--- src/rtl/cdeq_pkg.sv ---
// shared types and constants for the circular double-ended queue
package cdeq_pkg;

    // default number of words in the circular store
    localparam int DEPTH_DEFAULT = 8;

    // payload widths
    localparam int DATA_W   = 32;
    localparam int KIND_W   = 2;
    localparam int STATUS_W = 2;
    localparam int OCC_W    = 4;

    // operation codes
    typedef enum logic [KIND_W-1:0] {
        KIND_PUSH_FRONT = 2'd0,
        KIND_PUSH_REAR  = 2'd1,
        KIND_POP_FRONT  = 2'd2,
        KIND_POP_REAR   = 2'd3
    } t_kind;

    // result status codes
    typedef enum logic [STATUS_W-1:0] {
        STATUS_OK        = 2'd0,
        STATUS_OVERFLOW  = 2'd1,
        STATUS_UNDERFLOW = 2'd2
    } t_status;

endpackage

--- src/rtl/cdeq_if.sv ---
// request and response channel interfaces for the circular double-ended queue

// request channel: one queue operation
interface cdeq_req_if;
    logic                                  valid;
    logic                                  ready;
    cdeq_pkg::t_kind                       kind;
    logic signed [cdeq_pkg::DATA_W-1:0]    value;

    modport source (output valid, output kind, output value, input ready);
    modport sink   (input valid, input kind, input value, output ready);
endinterface

// response channel: status, popped word and occupancy
interface cdeq_rsp_if;
    logic                                  valid;
    logic                                  ready;
    cdeq_pkg::t_status                     status;
    logic signed [cdeq_pkg::DATA_W-1:0]    popped;
    logic        [cdeq_pkg::OCC_W-1:0]     occupancy;

    modport source (output valid, output status, output popped, output occupancy,
                    input ready);
    modport sink   (input valid, input status, input popped, input occupancy,
                    output ready);
endinterface

--- src/rtl/circular_double_ended_queue.sv ---
// circular double-ended queue over a synchronous word memory
//
//  channel  | dir | handshake     | payload
//  ---------+-----+---------------+-------------------------------
//  i_req    | in  | valid / ready | kind, value
//  o_rsp    | out | valid / ready | status, popped, occupancy
//
// a push, an overflow or an underflow reaches the result register in the cycle after the request
// a successful pop first reads the memory into a read register (ST_READ), then loads the result register
// a new request is taken when no pop read is in flight and the result register
// is empty or being drained, so a successful pop blocks the input while its read is in flight
// i_rst_n is synchronous, active low; it empties the queue, memory is not cleared
// a stalled o_rsp holds the result register and blocks further requests
module circular_double_ended_queue #(
    parameter int DEPTH = cdeq_pkg::DEPTH_DEFAULT
) (
    input  logic        i_clk,
    input  logic        i_rst_n,
    cdeq_req_if.sink    i_req,
    cdeq_rsp_if.source  o_rsp
);

    localparam int AW = $clog2(DEPTH);
    localparam int CW = $clog2(DEPTH + 1);
    localparam logic [AW-1:0] LAST_IDX  = AW'(DEPTH - 1);
    localparam logic [CW-1:0] FULL_CNT  = CW'(DEPTH);
    localparam logic [CW-1:0] ONE_CNT   = CW'(1);

    typedef enum logic [1:0] {
        ST_IDLE = 2'b01,
        ST_READ = 2'b10
    } t_state;

    // word store
    logic signed [cdeq_pkg::DATA_W-1:0] mem [DEPTH];
    logic signed [cdeq_pkg::DATA_W-1:0] r_rd_data;

    // queue control state
    t_state         r_state,  n_state;
    logic [AW-1:0]  r_head,   n_head;
    logic [AW-1:0]  r_tail,   n_tail;
    logic           r_empty,  n_empty;
    logic [CW-1:0]  r_count,  n_count;

    // result register and pending pop result
    logic                                r_out_valid,  n_out_valid;
    cdeq_pkg::t_status                   r_out_status, n_out_status;
    logic signed [cdeq_pkg::DATA_W-1:0]  r_out_popped, n_out_popped;
    logic [cdeq_pkg::OCC_W-1:0]          r_out_occ,    n_out_occ;
    logic [cdeq_pkg::OCC_W-1:0]          r_pend_occ,   n_pend_occ;

    // memory access controls
    logic           wr_en;
    logic [AW-1:0]  wr_addr;
    logic           rd_en;
    logic [AW-1:0]  rd_addr;

    logic req_acc;
    logic full;

    // request is taken only when idle and the result register frees up
    assign i_req.ready = (r_state == ST_IDLE) && (!r_out_valid || o_rsp.ready);
    assign req_acc     = i_req.valid && i_req.ready;
    assign full        = !r_empty && (r_count == FULL_CNT);

    assign o_rsp.valid     = r_out_valid;
    assign o_rsp.status    = r_out_status;
    assign o_rsp.popped    = r_out_popped;
    assign o_rsp.occupancy = r_out_occ;

    // operation decode, pointer update and result selection
    always_comb begin
        n_state      = r_state;
        n_head       = r_head;
        n_tail       = r_tail;
        n_empty      = r_empty;
        n_count      = r_count;
        n_out_valid  = r_out_valid && !o_rsp.ready;
        n_out_status = r_out_status;
        n_out_popped = r_out_popped;
        n_out_occ    = r_out_occ;
        n_pend_occ   = r_pend_occ;
        wr_en        = 1'b0;
        wr_addr      = '0;
        rd_en        = 1'b0;
        rd_addr      = '0;

        case (r_state)
            ST_IDLE: begin
                if (req_acc) begin
                    case (i_req.kind)
                        cdeq_pkg::KIND_PUSH_FRONT,
                        cdeq_pkg::KIND_PUSH_REAR: begin
                            n_out_valid  = 1'b1;
                            n_out_popped = '0;
                            if (full) begin
                                n_out_status = cdeq_pkg::STATUS_OVERFLOW;
                            end else begin
                                n_out_status = cdeq_pkg::STATUS_OK;
                                wr_en        = 1'b1;
                                if (r_empty) begin
                                    n_head  = '0;
                                    n_tail  = '0;
                                    wr_addr = '0;
                                end else if (i_req.kind == cdeq_pkg::KIND_PUSH_FRONT) begin
                                    n_head  = (r_head == '0) ? LAST_IDX : r_head - AW'(1);
                                    wr_addr = n_head;
                                end else begin
                                    n_tail  = (r_tail == LAST_IDX) ? '0 : r_tail + AW'(1);
                                    wr_addr = n_tail;
                                end
                                n_empty = 1'b0;
                                n_count = r_count + ONE_CNT;
                            end
                            n_out_occ = cdeq_pkg::OCC_W'(n_count);
                        end
                        cdeq_pkg::KIND_POP_FRONT,
                        cdeq_pkg::KIND_POP_REAR: begin
                            if (r_empty) begin
                                n_out_valid  = 1'b1;
                                n_out_status = cdeq_pkg::STATUS_UNDERFLOW;
                                n_out_popped = '0;
                                n_out_occ    = cdeq_pkg::OCC_W'(r_count);
                            end else begin
                                rd_en   = 1'b1;
                                rd_addr = (i_req.kind == cdeq_pkg::KIND_POP_FRONT) ?
                                          r_head : r_tail;
                                if (r_count <= ONE_CNT) begin
                                    n_head  = '0;
                                    n_tail  = '0;
                                    n_empty = 1'b1;
                                    n_count = '0;
                                end else begin
                                    if (i_req.kind == cdeq_pkg::KIND_POP_FRONT) begin
                                        n_head = (r_head == LAST_IDX) ? '0 : r_head + AW'(1);
                                    end else begin
                                        n_tail = (r_tail == '0) ? LAST_IDX : r_tail - AW'(1);
                                    end
                                    n_count = r_count - ONE_CNT;
                                end
                                n_pend_occ = cdeq_pkg::OCC_W'(n_count);
                                n_state    = ST_READ;
                            end
                        end
                        default: begin
                            n_out_valid = r_out_valid && !o_rsp.ready;
                        end
                    endcase
                end
            end
            ST_READ: begin
                // read data has landed, result register is free
                n_out_valid  = 1'b1;
                n_out_status = cdeq_pkg::STATUS_OK;
                n_out_popped = r_rd_data;
                n_out_occ    = r_pend_occ;
                n_state      = ST_IDLE;
            end
            default: begin
                n_state = ST_IDLE;
            end
        endcase
    end

    // memory write and registered read
    always_ff @(posedge i_clk) begin
        if (wr_en) begin
            mem[wr_addr] <= i_req.value;
        end
        if (rd_en) begin
            r_rd_data <= mem[rd_addr];
        end
    end

    // control state
    always_ff @(posedge i_clk) begin
        if (!i_rst_n) begin
            r_state     <= ST_IDLE;
            r_head      <= '0;
            r_tail      <= '0;
            r_empty     <= 1'b1;
            r_count     <= '0;
            r_out_valid <= 1'b0;
        end else begin
            r_state     <= n_state;
            r_head      <= n_head;
            r_tail      <= n_tail;
            r_empty     <= n_empty;
            r_count     <= n_count;
            r_out_valid <= n_out_valid;
        end
    end

    // result payload
    always_ff @(posedge i_clk) begin
        r_out_status <= n_out_status;
        r_out_popped <= n_out_popped;
        r_out_occ    <= n_out_occ;
        r_pend_occ   <= n_pend_occ;
    end

`ifndef SYNTHESIS
    // the empty flag tracks a zero count
    a_empty_count: assert property (@(posedge i_clk) disable iff (!i_rst_n)
        r_empty == (r_count == '0))
        else $error("empty flag disagrees with count");

    // count never goes past the store depth
    a_count_bound: assert property (@(posedge i_clk) disable iff (!i_rst_n)
        r_count <= FULL_CNT)
        else $error("count above depth");

    // an empty queue has both pointers at zero
    a_empty_ptrs: assert property (@(posedge i_clk) disable iff (!i_rst_n)
        r_empty |-> (r_head == '0 && r_tail == '0))
        else $error("pointers not home while empty");

    // while a pop read is in flight the result register is free
    a_read_slot: assert property (@(posedge i_clk) disable iff (!i_rst_n)
        (r_state == ST_READ) |-> !r_out_valid)
        else $error("result register busy during pop read");

    // a pop read always ends with a result on the next cycle
    a_read_done: assert property (@(posedge i_clk) disable iff (!i_rst_n)
        (r_state == ST_READ) |=> (r_out_valid && r_state == ST_IDLE))
        else $error("pop read did not complete");
`endif

endmodule
--- src/flat_wrapper.sv ---
// flat-port wrapper written by rule: the top's interface ports become plain ports
module circular_double_ended_queue_flat 
#(
    parameter int DEPTH = cdeq_pkg::DEPTH_DEFAULT
)
  (i_clk, i_rst_n, i_req_valid, i_req_kind, i_req_value, i_req_ready, o_rsp_valid, o_rsp_status, o_rsp_popped, o_rsp_occupancy, o_rsp_ready);
  cdeq_req_if i_req_i ();
  cdeq_rsp_if o_rsp_i ();
  input  logic i_clk;
  input  logic i_rst_n;
  input wire logic [$bits(i_req_i.valid)-1:0] i_req_valid;
  input wire logic [$bits(i_req_i.kind)-1:0] i_req_kind;
  input wire logic [$bits(i_req_i.value)-1:0] i_req_value;
  output wire logic [$bits(i_req_i.ready)-1:0] i_req_ready;
  output wire logic [$bits(o_rsp_i.valid)-1:0] o_rsp_valid;
  output wire logic [$bits(o_rsp_i.status)-1:0] o_rsp_status;
  output wire logic [$bits(o_rsp_i.popped)-1:0] o_rsp_popped;
  output wire logic [$bits(o_rsp_i.occupancy)-1:0] o_rsp_occupancy;
  input wire logic [$bits(o_rsp_i.ready)-1:0] o_rsp_ready;
  assign i_req_i.valid = i_req_valid;
  assign i_req_i.kind = i_req_kind;
  assign i_req_i.value = i_req_value;
  assign i_req_ready = i_req_i.ready;
  assign o_rsp_valid = o_rsp_i.valid;
  assign o_rsp_status = o_rsp_i.status;
  assign o_rsp_popped = o_rsp_i.popped;
  assign o_rsp_occupancy = o_rsp_i.occupancy;
  assign o_rsp_i.ready = o_rsp_ready;
  circular_double_ended_queue #(.DEPTH(DEPTH)) u_core (.i_clk(i_clk), .i_rst_n(i_rst_n), .i_req(i_req_i), .o_rsp(o_rsp_i));
endmodule
--- config.mk ---
export PLATFORM = sky130hd
export DESIGN_NAME = circular_double_ended_queue_flat
export DESIGN_NICKNAME = d
export VERILOG_FILES = /design/src/rtl/cdeq_pkg.sv /design/src/rtl/cdeq_if.sv /design/src/rtl/circular_double_ended_queue.sv /design/src/flat_wrapper.sv
export SDC_FILE = /design/constraint.sdc
export NUM_CORES = 1
export LEC_CHECK = 0
export ABC_AREA = 1
export BUFFER_PORTS_ARGS = -buffer_cell sky130_fd_sc_hd__buf_2
export CELL_PAD_IN_SITES_DETAIL_PLACEMENT = 0
export CELL_PAD_IN_SITES_GLOBAL_PLACEMENT = 1
export CORE_MARGIN = 2
export CORE_UTILIZATION = 49
export CTS_CLUSTER_DIAMETER = 40
export DETAILED_ROUTE_END_ITERATION = 10
export HOLD_SLACK_MARGIN = 0.1
export PLACE_DENSITY = 0.78
export SLEW_MARGIN = 10
export SYNTH_ARGS = -nofsm -noshare
export SYNTH_HDL_FRONTEND = slang
export SYNTH_SLANG_ARGS = --single-unit
--- constraint.sdc ---
create_clock -name i_clk -period 4.8 [get_ports i_clk]
set_input_delay 0.48 -clock i_clk [delete_from_list [all_inputs] [get_ports i_clk]]
set_output_delay 0.48 -clock i_clk [all_outputs]
set_load 0.03 [all_outputs]
==> metrics.md, run 1 <==
| Metric | Value |
|---|---|
| Outcome | complete, no violations |
| R2R cell count | 10 |
| Chip width | 180 microns |
| Postcts setup bufs | 0 |
| FF+latch count, synth | 344 |
| Final ANT Viol Nets | 0 |
| Initial antenna violation count | 1 |
| Core area | 30500 sq um |
| Crit path kind | reg2reg |
| Highest clock rate | 287 MHz |
| Hpwl dp | 19000 microns |
| Clk Latency, worst-skew pair | 0.54 ns |
| Syn Nets | 1513 |
| Via count | 10000 |
| Post-Syn Area | 15200 sq um |
| Synth area leader | edfxtp_1 |
| Flop-to-flop setup slack | 1.32 ns |
| Layout cells sized above 1 | 12.8% |
| Largest net degree at the start of global routing | 77 |
| Die area | 32300 sq um |
| H-tree lvl count | 2 |
| CTS Sinks | 344 |
| Async SR Flop Fraction | 0% |
| Gr usage total | 20.9% |
| Worst Path Required | 5.03 ns |
| Routability congestion estimate | 0.907 |
| Inserted Clock Buffers | 47 |
| Crit path arrival time | 3.71 ns |
| Max_slew headroom | 28.7% |
| Sum of negative setup slack | 0 ns |
| Yosys warns | 0 |
| Worst-margin pin slew | 1.06 ns |
| Worst setup path endpoint | u_core.mem[5][29]$_DFFE_PP_ |
| LEAKAGE | 7.83 nW |
| Number of synthesized flops with an enable pin | 330 |
| Commonest cells in the netlist | 378 x nand2_1, 330 x edfxtp_1, 298 x inv_1 |
| Crit path capture type | flip-flop |
| Initial DRC count | 838 |
| TritonRoute pass-1 iters | 5 |
| Critical R2R Launch | u_core.r_count[0]$_SDFFE_PN0P_ |
| PwrDens | 417 nW/um^2 |
| Placed Instances | 1891 |
| Initial Utilization | 49.7% |
| Fin. max-slew vios | 0 |
| Ports | 78 |
| Drt via density | 5.06 |
| Cts-stage hold buffer count | 0 |
| Syn-to-layout area delta | 15.6% |
| DRC violations left | 0 |
| Share of the synthesized area in the top cell type | 65.4% |
| Critical R2R Capture | u_core.mem[5][29]$_DFFE_PP_ |
| Buffer depth of the longest clock path | 3 |
| Post-CTS sizing | 0 |
| Max_cap viols | 0 |
| Clock transition at path regs | 0.06 ns |
| Dominant cells by area after synthesis | edfxtp_1 65%, nand2_1 9.4%, nand3_1 7.9%, inv_1 7.4%, dfxtp_1 1.8% |
| Port Buffers | 77 |
| Most frequent cell after synthesis | nand2_1 |
| Die span in y | 180 microns |
| Hold Vio Cnt, Final | 0 |
| Number of cells in the finished layout apart from fillers | 1976 |
| Number of global-route vias before repair | 9817 |
| Routed wire length per instance | 17.0 microns |
| Crit. Startpoint | u_core.r_count[0]$_SDFFE_PN0P_ |
| Clock Skews | 0.0157 ns |
| Syn avg cell area | 10.4 sq um |
| Remaining Overflow, GRT | 0 |
| Min Tclk post-route | 3.48 ns |
| Register area share after synthesis | 67.3% |
| WL final | 33600 microns |
| Final period utilization | 72.5% |
| Post-layout nets | 1595 |
| CTS tree | built |
| Worst Hold Depth | 1 |
| Maximum vdd drop | 0.273 mV |
| Critical path startpoint category | flip-flop |
| First-pass GRT wire length | 53600 microns |
| CTS Root Buffer Type | clkbuf_16 |
| Gate Count Post-Synth | 1462 |
| Top_reg_cell synth | edfxtp_1 |
| FP Rows | 64 |
| Crit Path Max Fanout | 21 |
| Hold crit path type | in2reg |
| Synth cell types | 28 |
| RSZ-0062 raised after global routing | no |
| Final setup violation count | 0 |
-- cell families after synthesis --
logic type                 after synthesis  synth area share (%)
and+or+nand+nor                        695                  20.3
buffers and inverters                  368                  9.81
DFF                                    344                  67.3
AOI/OAI and AO/OA                       39                  1.43
adders and majority gates               13                  1.07
xor gates and xnor gates                 3                 0.173
-- critical path, cell delays in order (launching register included) --
cell and delay [ns]:
dfxtp_1 0.45, inv_1 0.12, ha_1 0.25, nand3_2 0.12, nor2_1 0.06, nor2_2 0.21, nand3_1 0.11, nor2_1 0.53
inv_1 0.30, nor2_4 0.67, buf_4 0.34
-- cell usage in the layout, fill, tap and decap left out, drive strengths merged --
cell type  count
or2            2
nand3        241
nor2          40
clkinv        10
edfxtp       330
bufinv         4
ha            13
a21oi         14
nor3           2
clkbuf        53
clkinvlp       8
nand2        380
buf           99
xor2           3
nand4          1
o221ai         2
nand3b        29
o21ai         22
o21bai         1
dfxtp         14
inv          311
diode          1
-- sequential cells by signal, summed over array words and instances (netlist names) --
| signal | count |
|---|---|
| u_core.r_rd_data | 32 |
| u_core.o_rsp.popped | 32 |
| u_core.r_state | 2 |
| u_core.r_empty | 1 |
| u_core.r_pend_occ | 4 |
| u_core.mem | 256 |
| u_core.o_rsp.occupancy | 4 |
| u_core.r_count | 4 |
| u_core.r_head | 3 |
| u_core.o_rsp.status | 2 |
| u_core.o_rsp.valid | 1 |
| u_core.r_tail | 3 |
-- area by class of cell --
type / instances / area, sq um
Antenna cell: 1 / 2.50
Clock buffer: 53 / 1240
Clock inverter: 31 / 327
Fill cell: 2557 / 13000
Inverter: 302 / 1130
Multi-Input combinational cell: 750 / 3560
Sequential cell: 344 / 10200
Tap cell: 396 / 495
Timing Repair Buffer: 99 / 563
-- how the worst min path moves through the flow --
stage	from	end	slack (ns)
detailed placement	u_core.r_state[1]$_SDFFE_PN0P_	u_core.r_state[1]$_SDFFE_PN0P_	0.48
floorplan	u_core.r_state[1]$_SDFFE_PN0P_	u_core.r_state[1]$_SDFFE_PN0P_	0.45
global route	i_req_value[0]	u_core.mem[1][0]$_DFFE_PP_	0.22
global placement	u_core.r_state[1]$_SDFFE_PN0P_	u_core.r_state[1]$_SDFFE_PN0P_	0.48
CTS	i_req_value[0]	u_core.mem[3][0]$_DFFE_PP_	0.21
finish	i_req_value[27]	u_core.mem[5][27]$_DFFE_PP_	0.22
-- report_power, final --
group	internal (mW)	switching [mW]
clock network	2.11	1.33
logic	0.115	0.360
registers	3.38	0.0256
-- stage by stage --
| step | area (sq um) | utilization (%) | power (mW) | setup WS [ns] | hold slack [ns] |
|---|---|---|---|---|---|
| finish | 17500 | 57.4 | 7.31 | 1.32 | 0.222 |
| global route | 17500 | 57.4 | 7.55 | 1.06 | 0.225 |
| CTS | 17500 | 57.4 | 7.37 | 1.30 | 0.206 |
| detailed placement | 15900 | 52.3 | 3.94 | 1.30 | 0.483 |
| global placement | 15900 | 52.3 | 3.94 | 1.38 | 0.477 |
| floorplan | 15200 | - | 3.78 | 0.922 | 0.454 |
-- routing by layer --
metal / vias to the layer above / track usage (%) / part of all wire [%]
li1: 4903 / - / -
met3: 55 / 3.26 / 5.8
met4: 0 / 6.11 / 2.0
met2: 296 / 34.7 / 48
met1: 4749 / 28.5 / 44
met5: - / 0 / 0
(Power assumes the default switching activity.)
==> run 2, diff against run 1 <==
--- a/config.mk
+++ b/config.mk
@@ -10,11 +10,11 @@
 export CELL_PAD_IN_SITES_DETAIL_PLACEMENT = 0
 export CELL_PAD_IN_SITES_GLOBAL_PLACEMENT = 1
 export CORE_MARGIN = 2
-export CORE_UTILIZATION = 49
+export CORE_UTILIZATION = 44
 export CTS_CLUSTER_DIAMETER = 40
 export DETAILED_ROUTE_END_ITERATION = 10
 export HOLD_SLACK_MARGIN = 0.1
-export PLACE_DENSITY = 0.78
+export PLACE_DENSITY = 0.74
 export SLEW_MARGIN = 10
 export SYNTH_ARGS = -nofsm -noshare
 export SYNTH_HDL_FRONTEND = slang
==> constraint.sdc (replaced) <==
create_clock -name i_clk -period 2.9 [get_ports i_clk]
set_input_delay 0.29 -clock i_clk [delete_from_list [all_inputs] [get_ports i_clk]]
set_output_delay 0.29 -clock i_clk [all_outputs]
set_load 0.03 [all_outputs]
==> metrics.md, run 2 (synthesis results as in run 1) <==
| Metric | Value |
|---|---|
| Post-route cell area | 18100 sq um (was 17500 sq um) |
| Internal | 9.28 mW (was 5.60 mW) |
| Max FFs per register | 256 (unchanged) |
| RSZ-0062 raised after global routing | no (unchanged) |
| Sequential share of power | 46.6% (was 46.5%) |
| Commonest non-fill, non-tap cell in the layout | nand2_1 (unchanged) |
| Clock power share | 46.4% (was 47.0%) |
| Routability congestion estimate | 0.840 (was 0.907) |
| WHS Endpoint | u_core.r_head[0]$_SDFFE_PN0P_ (was u_core.mem[5][27]$_DFFE_PP_) |
| Critical R2R Capture | u_core.mem[5][5]$_DFFE_PP_ (was u_core.mem[5][29]$_DFFE_PP_) |
| Hold slack | 0.163 ns (was 0.222 ns) |
| Hold crit path type | in2reg (unchanged) |
| WL final | 34300 microns (was 33600 microns) |
| CTS Sinks | 344 (unchanged) |
| Worst Hold Depth | 5 (was 1) |
| Placed Instances | 1954 (was 1891) |
| Area after DPL | 16200 sq um (was 15900 sq um) |
| Buffer depth of the longest clock path | 3 (unchanged) |
| Logic pwr share | 7.0% (was 6.5%) |
| Pwr Total | 12.1 mW (was 7.31 mW) |
| Min-delay src | i_req_kind[0] (was i_req_value[27]) |
| Hold Vio Cnt, Final | 0 (unchanged) |
| Max_slew headroom | 54.7% (was 28.7%) |
| Gr usage total | 19.6% (was 20.9%) |
| Core area | 33700 sq um (was 30500 sq um) |
| Initial antenna violation count | 3 (was 1) |
| Crit path kind | reg2reg (unchanged) |
| Crit Path Max Fanout | 20 (was 21) |
| Fin. max-slew vios | 0 (unchanged) |
| Sw frac | 23.3% (was 23.4%) |
| Clk Latency, worst-skew pair | 0.54 ns (about the same) |
| Largest net degree at the start of global routing | 123 (was 77) |
| Die area | 35900 sq um (was 32300 sq um) |
| Via count | 10000 (about the same) |
| Largest Register | u_core.mem (unchanged) |
| Post-CTS sizing | 0 (unchanged) |
| Sum of negative setup slack | 0 ns (unchanged) |
| Postcts setup bufs | 0 (unchanged) |
| Layout cells sized above 1 | 13.1% (was 12.8%) |
| Clock Skews | 0.0165 ns (was 0.0157 ns) |
| Post-layout nets | 1638 (was 1595) |
| Inserted Clock Buffers | 46 (was 47) |
| PwrDens | 668 nW/um^2 (was 417 nW/um^2) |
| Die span in y | 190 microns (was 180 microns) |
| Number of cells in the finished layout apart from fillers | 2072 (was 1976) |
| Maximum vdd drop | 0.496 mV (was 0.273 mV) |
| Port Buffers | 77 (unchanged) |
| CTS tree | built (unchanged) |
| Remaining Overflow, GRT | 0 (unchanged) |
| Highest clock rate | 411 MHz (was 287 MHz) |
| DRC violations left | 0 (unchanged) |
| Cts-stage hold buffer count | 33 (was 0) |
| Number of global-route vias before repair | 9760 (was 9817) |
| Chip width | 190 microns (was 180 microns) |
| Critical path startpoint category | flip-flop (unchanged) |
| Routed wire length per instance | 16.6 microns (was 17.0 microns) |
| TritonRoute pass-1 iters | 5 (unchanged) |
| Syn-to-layout area delta | 19.6% (was 15.6%) |
| R2R cell count | 11 (was 10) |
| Clock transition at path regs | 0.06 ns (about the same) |
| Initial DRC count | 619 (was 838) |
| CTS Root Buffer Type | clkbuf_16 (unchanged) |
| Flop-to-flop setup slack | 0.47 ns (was 1.32 ns) |
| First-pass GRT wire length | 54100 microns (was 53600 microns) |
| Initial Utilization | 45.0% (was 49.7%) |
| LEAKAGE | 8.06 nW (was 7.83 nW) |
| Min Tclk post-route | 2.43 ns (was 3.48 ns) |
| Worst-margin pin slew | 0.678 ns (was 1.06 ns) |
| Net Sw Power | 2.81 mW (was 1.71 mW) |
| Crit path arrival time | 2.64 ns (was 3.71 ns) |
| FP Rows | 67 (was 64) |
| Worst Path Required | 3.11 ns (was 5.03 ns) |
| H-tree lvl count | 2 (unchanged) |
| Max_cap viols | 0 (unchanged) |
| Hpwl dp | 19100 microns (was 19000 microns) |
| Ports | 78 (unchanged) |
| Final period utilization | 83.9% (was 72.5%) |
| Crit path capture type | flip-flop (unchanged) |
| Outcome | complete, no violations (unchanged) |
| Final setup violation count | 0 (unchanged) |
| Final ANT Viol Nets | 0 (unchanged) |
| Drt via density | 4.83 (was 5.06) |
| Critical R2R Launch | u_core.r_count[0]$_SDFFE_PN0P_ (unchanged) |
| Most frequent cells in the layout | 377 x nand2_1, 330 x edfxtp_1, 298 x inv_1 (unchanged) |
==> run 2: final cells by class <==
| cell class | count | area, sq um |
|---|---|---|
| Fill cell | 2965 | 15600 |
| Sequential cell | 344 | 10200 |
| Multi-Input combinational cell | 750 | 3560 |
| Clock buffer | 50 | 1190 |
| Inverter | 302 | 1130 |
| Timing Repair Buffer | 143 | 1130 |
| Tap cell | 448 | 561 |
| Clock inverter | 32 | 354 |
| Antenna cell | 3 | 7.51 |
==> run 2: through the flow <==
stage	utilization, %	setup slack (ns)
after floorplan	-	-0.354
after global placement	48.2	0.514
after detailed placement	48.2	0.464
after CTS	53.7	0.449
after global routing	53.8	0.215
final	53.8	0.466
==> run 2: power groups by stage <==
stage | Combinational [mW] | Sequential, mW | Clock (mW)
floorplan | 0.430 | 5.82 | 0
global placement | 0.810 | 5.73 | 0
detailed placement | 0.819 | 5.73 | 0
CTS | 0.858 | 5.63 | 5.72
global route | 0.946 | 5.64 | 5.94
finish | 0.848 | 5.63 | 5.62
==> run 2: metal layers <==
layer	vias to the layer above	wire [microns]	global-route usage, %	share of wire (%)
li1	4986	-	-	-
met1	4711	15600	26.2	45
met2	241	16000	32.3	47
met3	72	1770	3.34	5.2
met4	0	997	6.92	2.9
met5	-	0	0	0
==> run 2: critical path, stage by stage, from the launching register on <==
cell and delay, ns:
dfxtp_1 0.43, inv_1 0.12, ha_1 0.25, nand3_2 0.12, nor2_1 0.06, nor2_2 0.10
buf_4 0.15, nand3_1 0.07, nor2_1 0.14, inv_1 0.16, nor2_4 0.14, buf_4 0.35
==> run 2: worst max-delay path by stage <==
stage,startpoint,endpoint,slack (ns)
2_1_floorplan,u_core.r_count[0]$_SDFFE_PN0P_,u_core.mem[7][0]$_DFFE_PP_,-0.35
3_3_place_gp,u_core.r_state[1]$_SDFFE_PN0P_,u_core.mem[5][2]$_DFFE_PP_,0.51
3_5_place_dp,u_core.r_state[1]$_SDFFE_PN0P_,u_core.mem[5][2]$_DFFE_PP_,0.46
4_1_cts,u_core.r_count[0]$_SDFFE_PN0P_,u_core.mem[5][27]$_DFFE_PP_,0.45
5_1_grt,u_core.r_count[0]$_SDFFE_PN0P_,u_core.mem[5][27]$_DFFE_PP_,0.21
6_report,u_core.r_count[0]$_SDFFE_PN0P_,u_core.mem[5][5]$_DFFE_PP_,0.47
